## src/rtl/quadrature_decoder_with_speed_top_defines.svh

```systemverilog
// assertion helpers for the quadrature decoder
`ifndef QUADRATURE_DECODER_WITH_SPEED_TOP_DEFINES_SVH
`define QUADRATURE_DECODER_WITH_SPEED_TOP_DEFINES_SVH

// same-cycle implication, checked out of reset
`define QDS_ASSERT_NOW(lbl, ante, cons, msg) \
    lbl: assert property (@(posedge i_clk) disable iff (!i_rst_n) (ante) |-> (cons)) \
        else $error(msg);

// next-cycle implication, checked out of reset
`define QDS_ASSERT_NEXT(lbl, ante, cons, msg) \
    lbl: assert property (@(posedge i_clk) disable iff (!i_rst_n) (ante) |=> (cons)) \
        else $error(msg);

`endif

```

## src/rtl/qds_pkg.sv

```systemverilog
package qds_pkg;

    localparam int CHANNELS    = 2;
    localparam int CH_W        = (CHANNELS > 1) ? $clog2(CHANNELS) : 1;
    localparam int SPEED_SCALE = 1000;
    // |delta| * 1000 stays below 2**41
    localparam int QUO_W       = 41;
    localparam int DIV_STEPS   = QUO_W;
    localparam int ITER_W      = $clog2(DIV_STEPS);

    localparam logic [1:0] FN_PIN  = 2'd0;
    localparam logic [1:0] FN_TICK = 2'd1;
    localparam logic [1:0] FN_RST  = 2'd2;

    localparam logic REG_INTERVAL = 1'b0;
    localparam logic REG_INVERT   = 1'b1;

    localparam logic [15:0] INTERVAL_RST = 16'd10;

    typedef struct packed {
        logic accept;
        logic smp_begin;
        logic delta_en;
        logic mul_en;
        logic div_step;
        logic spd_wr;
        logic out_load;
    } t_cmd;

    typedef struct packed {
        logic smp_hit;
        logic last_ch;
        logic out_busy;
    } t_stat;

    // x4 step from {previous A, previous B, current A, current B}
    function automatic logic signed [1:0] step_lut(input logic [3:0] idx);
        logic signed [1:0] s;
        case (idx)
            4'd1, 4'd7, 4'd8, 4'd14: s = -2'sd1;
            4'd2, 4'd4, 4'd11, 4'd13: s = 2'sd1;
            default: s = 2'sd0;
        endcase
        return s;
    endfunction

endpackage

```

## src/rtl/qds_ctrl.sv

```systemverilog
module qds_ctrl
    import qds_pkg::*;
(
    input  logic  i_clk,
    input  logic  i_rst_n,
    input  logic  i_in_valid,
    input  t_stat i_stat,
    output logic  o_in_ready,
    output t_cmd  o_cmd
);

    typedef enum logic [5:0] {
        S_IDLE  = 6'b000001,
        S_DELTA = 6'b000010,
        S_MUL   = 6'b000100,
        S_DIV   = 6'b001000,
        S_WRITE = 6'b010000,
        S_RESP  = 6'b100000
    } t_state;

    t_state            r_state, n_state;
    logic [ITER_W-1:0] r_iter, n_iter;

    always_comb begin
        n_state = r_state;
        n_iter  = r_iter;
        o_cmd   = '0;
        case (r_state)
            S_IDLE: begin
                if (i_in_valid) begin
                    o_cmd.accept    = 1'b1;
                    o_cmd.smp_begin = i_stat.smp_hit;
                    n_state         = i_stat.smp_hit ? S_DELTA : S_RESP;
                end
            end
            S_DELTA: begin
                o_cmd.delta_en = 1'b1;
                n_state        = S_MUL;
            end
            S_MUL: begin
                o_cmd.mul_en = 1'b1;
                n_iter       = '0;
                n_state      = S_DIV;
            end
            S_DIV: begin
                o_cmd.div_step = 1'b1;
                if (r_iter == ITER_W'(DIV_STEPS - 1)) begin
                    n_state = S_WRITE;
                end else begin
                    n_iter = r_iter + 1'b1;
                end
            end
            S_WRITE: begin
                o_cmd.spd_wr = 1'b1;
                n_state      = i_stat.last_ch ? S_RESP : S_DELTA;
            end
            S_RESP: begin
                if (!i_stat.out_busy) begin
                    o_cmd.out_load = 1'b1;
                    n_state        = S_IDLE;
                end
            end
            default: begin
                n_state = S_IDLE;
            end
        endcase
    end

    assign o_in_ready = (r_state == S_IDLE);

    always_ff @(posedge i_clk) begin
        if (!i_rst_n) begin
            r_state <= S_IDLE;
            r_iter  <= '0;
        end else begin
            r_state <= n_state;
            r_iter  <= n_iter;
        end
    end

endmodule

```

## src/rtl/qds_dp.sv

```systemverilog
module qds_dp
    import qds_pkg::*;
(
    input  logic               i_clk,
    input  logic               i_rst_n,
    input  t_cmd               i_cmd,
    output t_stat              o_stat,
    input  logic               i_cfg_we,
    input  logic               i_cfg_idx,
    input  logic [15:0]        i_cfg_data,
    input  logic [1:0]         i_func,
    input  logic               i_channel,
    input  logic               i_pin_a,
    input  logic               i_pin_b,
    output logic               o_out_valid,
    input  logic               i_out_ready,
    output logic signed [31:0] o_pos_count,
    output logic signed [31:0] o_last_delta,
    output logic signed [31:0] o_pulse_rate,
    output logic signed [1:0]  o_dir_sign,
    output logic               o_sampled
);

    logic [15:0] r_interval;
    logic [1:0]  r_invert;
    logic [31:0] r_pos   [CHANNELS];
    logic [1:0]  r_prev  [CHANNELS];
    logic [31:0] r_cas   [CHANNELS];
    logic [31:0] r_delta [CHANNELS];
    logic [31:0] r_speed [CHANNELS];
    logic [1:0]  r_sign  [CHANNELS];
    logic [15:0] r_cnt;
    logic [15:0] r_elapsed;
    logic        r_ch;
    logic        r_sampled;
    logic [CH_W-1:0]  r_sidx;
    logic             r_neg;
    logic [31:0]      r_mag;
    logic [QUO_W-1:0] r_quo;
    logic [15:0]      r_rem;
    logic        r_out_valid;

    logic [15:0] cnt_inc;
    logic        in_ok;
    logic        out_ok;
    logic [1:0]  pins;
    logic signed [1:0] step;
    logic [31:0] step_ext;
    logic [31:0] d_cur;
    logic [16:0] trial;
    logic        ge;
    logic [31:0] quo_lo;

    assign pins    = {i_pin_a, i_pin_b};
    assign in_ok   = (32'(i_channel) < 32'(CHANNELS));
    assign out_ok  = (32'(r_ch) < 32'(CHANNELS));
    // elapsed counter saturates instead of wrapping
    assign cnt_inc = (r_cnt == 16'hFFFF) ? r_cnt : r_cnt + 16'd1;

    assign step     = step_lut({r_prev[i_channel], pins});
    assign step_ext = r_invert[i_channel] ? -{{30{step[1]}}, step} : {{30{step[1]}}, step};

    assign d_cur  = r_pos[r_sidx] - r_cas[r_sidx];
    assign trial  = {r_rem, r_quo[QUO_W-1]};
    assign ge     = (trial >= {1'b0, r_elapsed});
    assign quo_lo = r_quo[31:0];

    assign o_stat.smp_hit  = (i_func == FN_TICK) && (cnt_inc >= r_interval);
    assign o_stat.last_ch  = (r_sidx == CH_W'(CHANNELS - 1));
    assign o_stat.out_busy = r_out_valid && !i_out_ready;
    assign o_out_valid     = r_out_valid;

    always_ff @(posedge i_clk) begin
        if (!i_rst_n) begin
            r_interval  <= INTERVAL_RST;
            r_invert    <= '0;
            r_cnt       <= '0;
            r_out_valid <= 1'b0;
            r_sampled   <= 1'b0;
            r_sidx      <= '0;
            for (int i = 0; i < CHANNELS; i++) begin
                r_pos[i]   <= '0;
                r_prev[i]  <= '0;
                r_cas[i]   <= '0;
                r_delta[i] <= '0;
                r_speed[i] <= '0;
                r_sign[i]  <= '0;
            end
        end else begin
            if (i_cfg_we) begin
                case (i_cfg_idx)
                    REG_INTERVAL: r_interval <= i_cfg_data;
                    REG_INVERT:   r_invert   <= i_cfg_data[1:0];
                    default: ;
                endcase
            end

            if (i_cmd.accept) begin
                r_ch      <= i_channel;
                r_sampled <= i_cmd.smp_begin;
                r_sidx    <= '0;
                case (i_func)
                    FN_PIN: begin
                        if (in_ok) begin
                            r_prev[i_channel] <= pins;
                            r_pos[i_channel]  <= r_pos[i_channel] + step_ext;
                        end
                    end
                    FN_TICK: begin
                        if (i_cmd.smp_begin) begin
                            r_cnt     <= '0;
                            r_elapsed <= cnt_inc;
                        end else begin
                            r_cnt <= cnt_inc;
                        end
                    end
                    FN_RST: begin
                        if (in_ok) begin
                            r_prev[i_channel]  <= pins;
                            r_pos[i_channel]   <= '0;
                            r_cas[i_channel]   <= '0;
                            r_delta[i_channel] <= '0;
                            r_speed[i_channel] <= '0;
                            r_sign[i_channel]  <= '0;
                        end
                    end
                    default: ;
                endcase
            end

            if (i_cmd.delta_en) begin
                r_cas[r_sidx]   <= r_pos[r_sidx];
                r_delta[r_sidx] <= d_cur;
                r_sign[r_sidx]  <= d_cur[31] ? 2'b11 : ((d_cur != '0) ? 2'b01 : 2'b00);
                r_neg           <= d_cur[31];
                r_mag           <= d_cur[31] ? -d_cur : d_cur;
            end

            if (i_cmd.mul_en) begin
                r_quo <= QUO_W'(QUO_W'(r_mag) * QUO_W'(SPEED_SCALE));
                r_rem <= '0;
            end

            // restoring division, one quotient bit per cycle
            if (i_cmd.div_step) begin
                r_quo <= {r_quo[QUO_W-2:0], ge};
                r_rem <= ge ? 16'(trial - {1'b0, r_elapsed}) : trial[15:0];
            end

            if (i_cmd.spd_wr) begin
                r_speed[r_sidx] <= r_neg ? -quo_lo : quo_lo;
                r_sidx          <= r_sidx + 1'b1;
            end

            if (i_cmd.out_load) begin
                r_out_valid <= 1'b1;
            end else if (i_out_ready) begin
                r_out_valid <= 1'b0;
            end
        end
    end

    always_ff @(posedge i_clk) begin
        if (i_cmd.out_load) begin
            o_pos_count  <= out_ok ? r_pos[r_ch]   : '0;
            o_last_delta <= out_ok ? r_delta[r_ch] : '0;
            o_pulse_rate <= out_ok ? r_speed[r_ch] : '0;
            o_dir_sign   <= out_ok ? r_sign[r_ch]  : '0;
            o_sampled    <= r_sampled;
        end
    end

endmodule

```

## src/rtl/quadrature_decoder_with_speed_top.sv

```systemverilog
// channel   | handshake                 | payload
// ----------+---------------------------+---------------------------------------------
// input     | i_in_valid / o_in_ready   | i_func, i_channel, i_pin_a, i_pin_b
// result    | o_out_valid / i_out_ready | o_pos_count, o_last_delta, o_pulse_rate,
//           |                           | o_dir_sign, o_sampled
// config    | i_cfg_we                  | i_cfg_idx, i_cfg_data
//
// one item at a time: a pin, reset or plain tick item is accepted, then its result loaded
// a tick that samples runs, for each channel in turn, a delta step, a scale step, the
// 41-step restoring divider and a speed write before its result is loaded
// reset is synchronous and active low; positions, speeds and tick counts clear, interval to 10
// the result register parts the sides: a new item is taken while a result waits, and a
// stalled result only holds the next one back in its response state
`include "quadrature_decoder_with_speed_top_defines.svh"

module quadrature_decoder_with_speed_top
    import qds_pkg::*;
(
    input  logic               i_clk,
    input  logic               i_rst_n,
    input  logic               i_cfg_we,
    input  logic               i_cfg_idx,
    input  logic [15:0]        i_cfg_data,
    input  logic               i_in_valid,
    output logic               o_in_ready,
    input  logic [1:0]         i_func,
    input  logic               i_channel,
    input  logic               i_pin_a,
    input  logic               i_pin_b,
    output logic               o_out_valid,
    input  logic               i_out_ready,
    output logic signed [31:0] o_pos_count,
    output logic signed [31:0] o_last_delta,
    output logic signed [31:0] o_pulse_rate,
    output logic signed [1:0]  o_dir_sign,
    output logic               o_sampled
);

    t_cmd  cmd;
    t_stat stat;

    qds_ctrl u_ctrl (
        .i_clk      (i_clk),
        .i_rst_n    (i_rst_n),
        .i_in_valid (i_in_valid),
        .i_stat     (stat),
        .o_in_ready (o_in_ready),
        .o_cmd      (cmd)
    );

    qds_dp u_dp (
        .i_clk        (i_clk),
        .i_rst_n      (i_rst_n),
        .i_cmd        (cmd),
        .o_stat       (stat),
        .i_cfg_we     (i_cfg_we),
        .i_cfg_idx    (i_cfg_idx),
        .i_cfg_data   (i_cfg_data),
        .i_func       (i_func),
        .i_channel    (i_channel),
        .i_pin_a      (i_pin_a),
        .i_pin_b      (i_pin_b),
        .o_out_valid  (o_out_valid),
        .i_out_ready  (i_out_ready),
        .o_pos_count  (o_pos_count),
        .o_last_delta (o_last_delta),
        .o_pulse_rate (o_pulse_rate),
        .o_dir_sign   (o_dir_sign),
        .o_sampled    (o_sampled)
    );

    `QDS_ASSERT_NEXT(a_busy_after_accept, i_in_valid && o_in_ready, !o_in_ready, "double accept")
    `QDS_ASSERT_NOW(a_no_accept_in_divide, cmd.div_step, !o_in_ready, "input taken in divide")
    `QDS_ASSERT_NOW(a_load_into_free_slot, cmd.out_load, !o_out_valid || i_out_ready, "overwrite")
    `QDS_ASSERT_NEXT(a_load_shows_valid, cmd.out_load, o_out_valid, "loaded result not shown")

endmodule

```

## config.mk

```make
export PLATFORM = sky130hd
export DESIGN_NAME = quadrature_decoder_with_speed_top
export DESIGN_NICKNAME = d
export VERILOG_FILES = /design/src/rtl/qds_pkg.sv /design/src/rtl/qds_ctrl.sv /design/src/rtl/qds_dp.sv /design/src/rtl/quadrature_decoder_with_speed_top.sv
export VERILOG_INCLUDE_DIRS = /design/src /design/src/rtl
export SDC_FILE = /design/constraint.sdc
export NUM_CORES = 1
export LEC_CHECK = 0
export ABC_AREA = 1
export ABC_CLOCK_PERIOD_IN_PS = 27900
export BUFFER_PORTS_ARGS = -buffer_cell sky130_fd_sc_hd__buf_2
export CAP_MARGIN = 15
export CORE_MARGIN = 4
export CORE_UTILIZATION = 35
export DETAILED_ROUTE_END_ITERATION = 8
export HOLD_SLACK_MARGIN = 0.03
export PLACE_DENSITY_LB_ADDON = 0.1
export SYNTH_ARGS = -nofsm -noshare
export SYNTH_HDL_FRONTEND = slang
export SYNTH_SLANG_ARGS = --single-unit
```

## constraint.sdc

```tcl
create_clock -name i_clk -period 27.9 [get_ports i_clk]
set_input_delay 1.395 -clock i_clk [delete_from_list [all_inputs] [get_ports i_clk]]
set_output_delay 1.395 -clock i_clk [all_outputs]
set_load 0.01 [all_outputs]
```

==> summary.md, run 1 <==
| Metric | Value |
|---|---|
| Outcome | `complete, no violations` |
| Synthesized Nets | `4,153` |
| Slew margin rel. | `31.40%` |
| Largest family of logic cells by synthesized area | `simple AND/OR/NAND/NOR gates` |
| CP Class | `input port to flip-flop` |
| Fill count | `9,853` |
| Total negative setup slack | `0 ps` |
| Most common library cell in the layout ignoring fill and taps | `nand2_1` |
| Ports | `128` |
| Least-Margin Pin Slew | `1029 ps` |
| Multi-input logic area | `0.01630 mm2` |
| CTS-repair resized insts | `0` |
| Startpoint Class | `input port` |
| TritonCTS Buffers | `60` |
| DRT Wirelength | `91,770 um` |
| Die Ht | `318.6 um` |
| Post-CTS Setup Repair Bufs | `0` |
| Largest area contributor in the netlist | `edfxtp_1` |
| Top_reg_cell synth | `edfxtp_1` |
| Core Box Area | `0.09529 mm2` |
| Dpl hpwl | `68,740 um` |
| Total power draw | `1.992 mW` |
| Largest net degree at the start of global routing | `72` |
| Final Skew | `18.58 ps` |
| ANT nets after route | `0` |
| Critical Path Fanout Max | `70` |
| Clock buffer depth | `3` |
| Avg WL per Cell | `17.48 um` |
| Peak supply drop | `0.04921 mV` |
| Final period utilization | `18.61%` |
| CTS sink count | `517` |
| DIE AREA | `0.1015 mm2` |
| Die X | `318.6 um` |
| Crit path top cell by count | `nand2_1` |
| Crit-path slowest cell | `buf_4` |
| Critical path required time | `28,300 ps` |
| Leak | `15.75 nW` |
| Port buffer count | `127` |
| Reg area | `0.01503 mm2` |
| Top cell type's share of synthesized area | `41.53%` |
| Starting DRT DRC Count | `1,529` |
| Warning count from the yosys run | `0` |
| Pwr Density | `52.66 mW/mm2` |
| Register area share after synthesis | `44.49%` |
| Critical Path Max Stage Delay | `520 ps` |
| Initial core utilization | `35.43%` |
| Minimum clock period | `5191 ps` |
| Vias in the first global route | `25,520` |
| TritonRoute pass-1 iters | `7` |
| GRT Overall Usage | `18.07%` |
| Crit end category | `flip-flop` |
| GR Overflow Total | `0` |
| EDFF count, synth | `467` |
| #FFs+latches synth | `517` |
| Synth unique cells | `58` |
| Row Count | `113` |
| Residual DRC count | `0` |
| Hold Crit Class | `flip-flop to flip-flop` |
| Cell count after synthesis | `3,820` |
| CTS Root Cell | `clkbuf_16` |
| Mapped Area | `0.03377 mm2` |
| Area after DPL | `0.03578 mm2` |
| Simple-gate share of the synthesized area | `20.08%` |
| Crit path cell chain | `buf_2 -> buf_4 -> inv_2 -> nand2_1 -> nand2_1 -> xor2_1 -> xor2_1 -> ha_1 -> o21ai_1 -> inv_1 -> ha_1 -> a21oi_1 -> o21ai_0 -> a21oi_1 -> inv_1 -> nand2_1 -> nand2_1 -> a21boi_0 -> inv_1 -> or2_2 -> nand3_1 -> nor2_1` |
| Clk_lat worst skew | `660 ps` |
| Layout area overhead | `12.03%` |
| Hold Buf Count CTS | `0` |
| CTS tree | `done` |
| Vias | `25,320` |
| Most frequent cells in the layout | `nand2_1 (828), inv_1 (532), nor2_1 (497)` |
| Fmax | `0.1926 GHz` |
| Antenna violations before repair | `1` |
| # diodes | `0` |
| Final setup fails | `0` |
| Compound-Gate Fraction of Synth Area | `8.637%` |
| Avg Vias per Cell | `4.824` |
| Slew Viols, Final | `0` |
| Share of cells above drive strength 1 | `9.990%` |
| Mapped Avg Cell Area | `8.840 um2` |
| # Max-Cap Violations | `0` |
| Async SR Flop Fraction | `0%` |
| Top cells by area, synth | `edfxtp_1 (42%), nand2_1 (9.2%), fa_1 (7.2%), ha_1 (6.9%), inv_1 (5.9%)` |
| Final nets | `4,265` |
| H-tree depth | `2` |
| First-pass GRT wire length | `145,400 um` |
| Critical Path AT | `5590 ps` |
| Synth Area in XOR/XNOR | `2.179%` |
| Synthesized-area fraction occupied by adder cells | `14.03%` |
| RSZ-0062 raised after global routing | `false` |
| Post-synthesis mux area share | `3.150%` |
| Fin. Hold Viols | `0` |
| Worst-path clk slew | `60 ps` |
| GPL Wtd Cong | `0.8968` |
| Design Area, Final | `0.03783 mm2` |
-- flip-flops by register name, indices dropped and copies added (netlist names), 2 cells and up, named ones only --
register           cells
u_dp.r_cas            64
u_dp.r_quo            41
u_ctrl.r_iter          6
u_dp.r_elapsed        16
u_dp.r_delta          64
u_dp.r_speed          64
u_dp.r_cnt            16
u_dp.r_interval       16
u_ctrl.r_state         6
u_dp.r_sign            2
u_dp.o_pos_count      32
u_dp.r_pos            64
u_dp.o_last_delta     32
u_dp.r_prev            4
u_dp.r_mag            32
u_dp.r_invert          2
u_dp.o_pulse_rate     32
u_dp.r_rem            16
-- per-layer routing --
metal | GRT usage (%) | vias up | wire [um]
li1 | - | 12840 | -
met4 | 4.749 | 0 | 2173
met1 | 23.53 | 12020 | 41980
met5 | 0 | - | 0
met3 | 1.919 | 112 | 2517
met2 | 32.06 | 355 | 45100
-- power breakdown --
part / switching [mW] / leakage [nW] / internal, mW
Combinational: 0.207 / 9.73 / 0.0892
Sequential: 0.00863 / 5.03 / 0.874
Clock: 0.339 / 0.990 / 0.474
Total: 0.555 / 15.7 / 1.44
-- stage by stage --
step	hold slack, ps	worst slack [ps]	cells	utilization, %
6_report	466.7	22710	5249	39.70
5_1_grt	501.3	22240	5249	39.70
4_1_cts	468.8	22290	5248	39.67
3_5_place_dp	460.7	21590	5134	37.54
3_3_place_gp	458.6	21700	5134	37.54
2_1_floorplan	408.6	16460	3820	-
-- final timing paths --
path                           start                 end  slack [ps]  cells past startpoint
hold / removal    u_dp.r_interval[7]  u_dp.r_interval[7]         470                      2
setup reg to reg      u_dp.r_mag[24]      u_dp.r_quo[40]       22970                     16
setup / recovery           i_channel   u_dp.r_pos[0][14]       22710                     22
hold reg to reg   u_dp.r_interval[7]  u_dp.r_interval[7]         470                      2
-- area by class of cell --
type,instances,share of cell area [%]
timing repair buffer,152,2.229
multi-input combinational,2656,43.10
clock buffer,78,4.363
tap,1265,4.184
clock inverter,36,0.9890
sequential,517,39.73
inverter,545,5.411
-- cells by family after synthesis --
| family | Yosys count |
|---|---|
| simple gates | 1634 |
| buf+inv | 647 |
| compound gates | 534 |
| flops | 517 |
| fa+ha+maj | 306 |
| mux | 98 |
| xor+xnor | 84 |
-- cell usage after synthesis, types with 26 or more instances --
cell / instances
a21oi_1: 176
clkbuf_1: 67
dfxtp_1: 50
edfxtp_1: 467
fa_1: 121
ha_1: 185
inv_1: 532
mux2_2: 66
mux2i_1: 32
nand2_1: 830
nand3_1: 122
nand4_1: 34
nor2_1: 498
nor3_1: 50
o21ai_0: 250
xnor2_1: 26
xor2_1: 58
-- critical path, delay by kind of cell --
kind / cells / cell delay [ps]
XOR/XNOR: 2 / 420
adder cells (fa/ha/maj): 2 / 560
AO/OA/AOI/OAI: 5 / 900
buffers and inverters: 6 / 1450
AND/OR/NAND/NOR: 7 / 810
No activity file was read; power rests on OpenSTA's default activity.
==> inputs of run 2 (changes only) <==
- ABC_CLOCK_PERIOD_IN_PS: 27900 -> 5100
- clock period: 27.9 -> 5.1 ns (I/O delays scaled with it)
==> summary.md, run 2 (same netlist as run 1, synthesis figures left out) <==
| Metric | Value |
|---|---|
| Vias | `25,420` |
| Hold Crit Class | `input port to flip-flop` |
| Antenna violations before repair | `0` |
| Dpl hpwl | `70,560 um` |
| Most common library cell in the layout ignoring fill and taps | `nand2_1` |
| Avg WL per Cell | `17.62 um` |
| Largest net degree at the start of global routing | `72` |
| Layout area overhead | `13.50%` |
| Final nets | `4,314` |
| First-pass GRT wire length | `147,500 um` |
| Wire length on met3 | `2837 um` |
| GPL Wtd Cong | `0.8980` |
| Met2 WL post-DR | `45,160 um` |
| Die Ht | `318.6 um` |
| Slew Viols, Final | `0` |
| GRT Overall Usage | `18.36%` |
| CTS tree | `done` |
| Critical Path Fanout Max | `5` |
| Row Count | `113` |
| Total power draw | `11.13 mW` |
| Total negative setup slack | `0 ps` |
| Leak | `15.96 nW` |
| Final period utilization | `94.27%` |
| CTS sink count | `517` |
| Critical path required time | `5470 ps` |
| Outcome | `complete, no violations` |
| Clk_lat worst skew | `630 ps` |
| Initial core utilization | `35.43%` |
| Clock buffer depth | `3` |
| Ports | `128` |
| ANT nets after route | `0` |
| Minimum clock period | `4808 ps` |
| Least-Margin Pin Slew | `1080 ps` |
| CTS Root Cell | `clkbuf_16` |
| # Max-Cap Violations | `0` |
| DRT Wirelength | `93,260 um` |
| Slew margin rel. | `28.00%` |
| Met1 WL | `43,070 um` |
| H-tree depth | `3` |
| Fin. Hold Viols | `0` |
| Pwr Density | `290.5 mW/mm2` |
| Share of cells above drive strength 1 | `10.28%` |
| Residual DRC count | `0` |
| Startpoint Class | `flip-flop` |
| Final Skew | `27.76 ps` |
| DIE AREA | `0.1015 mm2` |
| Final setup fails | `0` |
| Most frequent cells in the layout | `nand2_1 (828), inv_1 (528), nor2_1 (497)` |
| Fill count | `9,708` |
| TritonCTS Buffers | `66` |
| Fin util | `40.22%` |
| Fmax | `0.2080 GHz` |
| Peak supply drop | `0.2181 mV` |
| GR Overflow Total | `0` |
| Core Box Area | `0.09529 mm2` |
| TritonRoute pass-1 iters | `5` |
| Starting DRT DRC Count | `1,564` |
| Worst-path clk slew | `60 ps` |
| Vias in the first global route | `25,600` |
| Top sig layer | `met4` |
| Port buffer count | `127` |
| Critical Path AT | `5180 ps` |
| Avg Vias per Cell | `4.802` |
| CP Class | `flip-flop to flip-flop` |
| Crit end category | `flip-flop` |
| Die X | `318.6 um` |
run 2: changes by cell type in the layout (fill, tap and decap cells not counted), moves of 6 or more:
cell and delta:
clkbuf_16 +7, clkbuf_8 -6, buf_4 +14, dlygate4sd3_1 +29
run 2: critical path, stage by stage, from the launching register on:
cell and delay, ps:
edfxtp_1 470, fa_1 560, fa_1 530, inv_1 50, fa_1 470, fa_1 520
inv_1 40, ha_1 360, a21oi_1 200, o21ai_0 150, o21ai_0 220, nand2_1 140
a21oi_2 240, inv_1 120, nand2_1 70, nand2_1 100, nand2_1 110, nand3b_1 80
nand3_1 90, nand2_1 60
run 2: path summary, 6_finish.rpt:
check                      start                 to  slack [ps]  cells after the start
setup / recovery   u_dp.r_mag[0]     u_dp.r_quo[32]         290                     19
hold / removal           i_rst_n  u_ctrl.r_state[0]         150                      2
setup reg to reg   u_dp.r_mag[0]     u_dp.r_quo[32]         290                     19
hold reg to reg   u_dp.r_sampled     u_dp.o_sampled         440                      0
run 2: layout make-up:
cell class / instances / area (um2) / share of cell area (%)
Tap cell: 1265 / 1583 / 4.130
Clock buffer: 83 / 1758 / 4.587
Sequential cell: 517 / 15030 / 39.21
Multi-Input combinational cell: 2656 / 16320 / 42.59
Clock inverter: 31 / 351.6 / 0.9174
Timing Repair Buffer: 195 / 1231 / 3.213
Inverter: 545 / 2047 / 5.341
Antenna cell: 1 / 2.502 / 0.006530
run 2: timing repair:
| action | CTS | global route |
|---|---|---|
| setup endpoints to repair | 0 | 5 |
| gates resized for setup | 0 | 7 |
| hold buffers | 29 | 0 |
| setup buffers | 0 | 2 |
| hold endpoints to repair | 27 | 0 |
run 2: through the flow:
stage / instances / hold WS [ps] / setup WS (ps) / cell area [um2]
floorplan: 3820 / 353.9 / 787.3 / 33780
global placement: 5147 / 425.3 / 45.26 / 35890
detailed placement: 5147 / 424.1 / 104.8 / 35890
CTS: 5290 / 93.56 / 91.83 / 38290
global route: 5292 / 140.3 / -16.08 / 38320
finish: 5293 / 146.1 / 292.2 / 38320
run 2: where the power goes:
part | switching (mW) | internal [mW] | leakage (nW)
Sequential | 0.0430 | 4.78 | 5.03
Clock | 1.86 | 2.79 | 1.01
Combinational | 1.15 | 0.503 | 9.92
run 2: per-layer routing:
metal	vias to the layer above	track usage, %
li1	12920	-
met1	12060	24.01
met2	333	31.90
met3	107	2.415
met4	0	5.230
met5	-	0
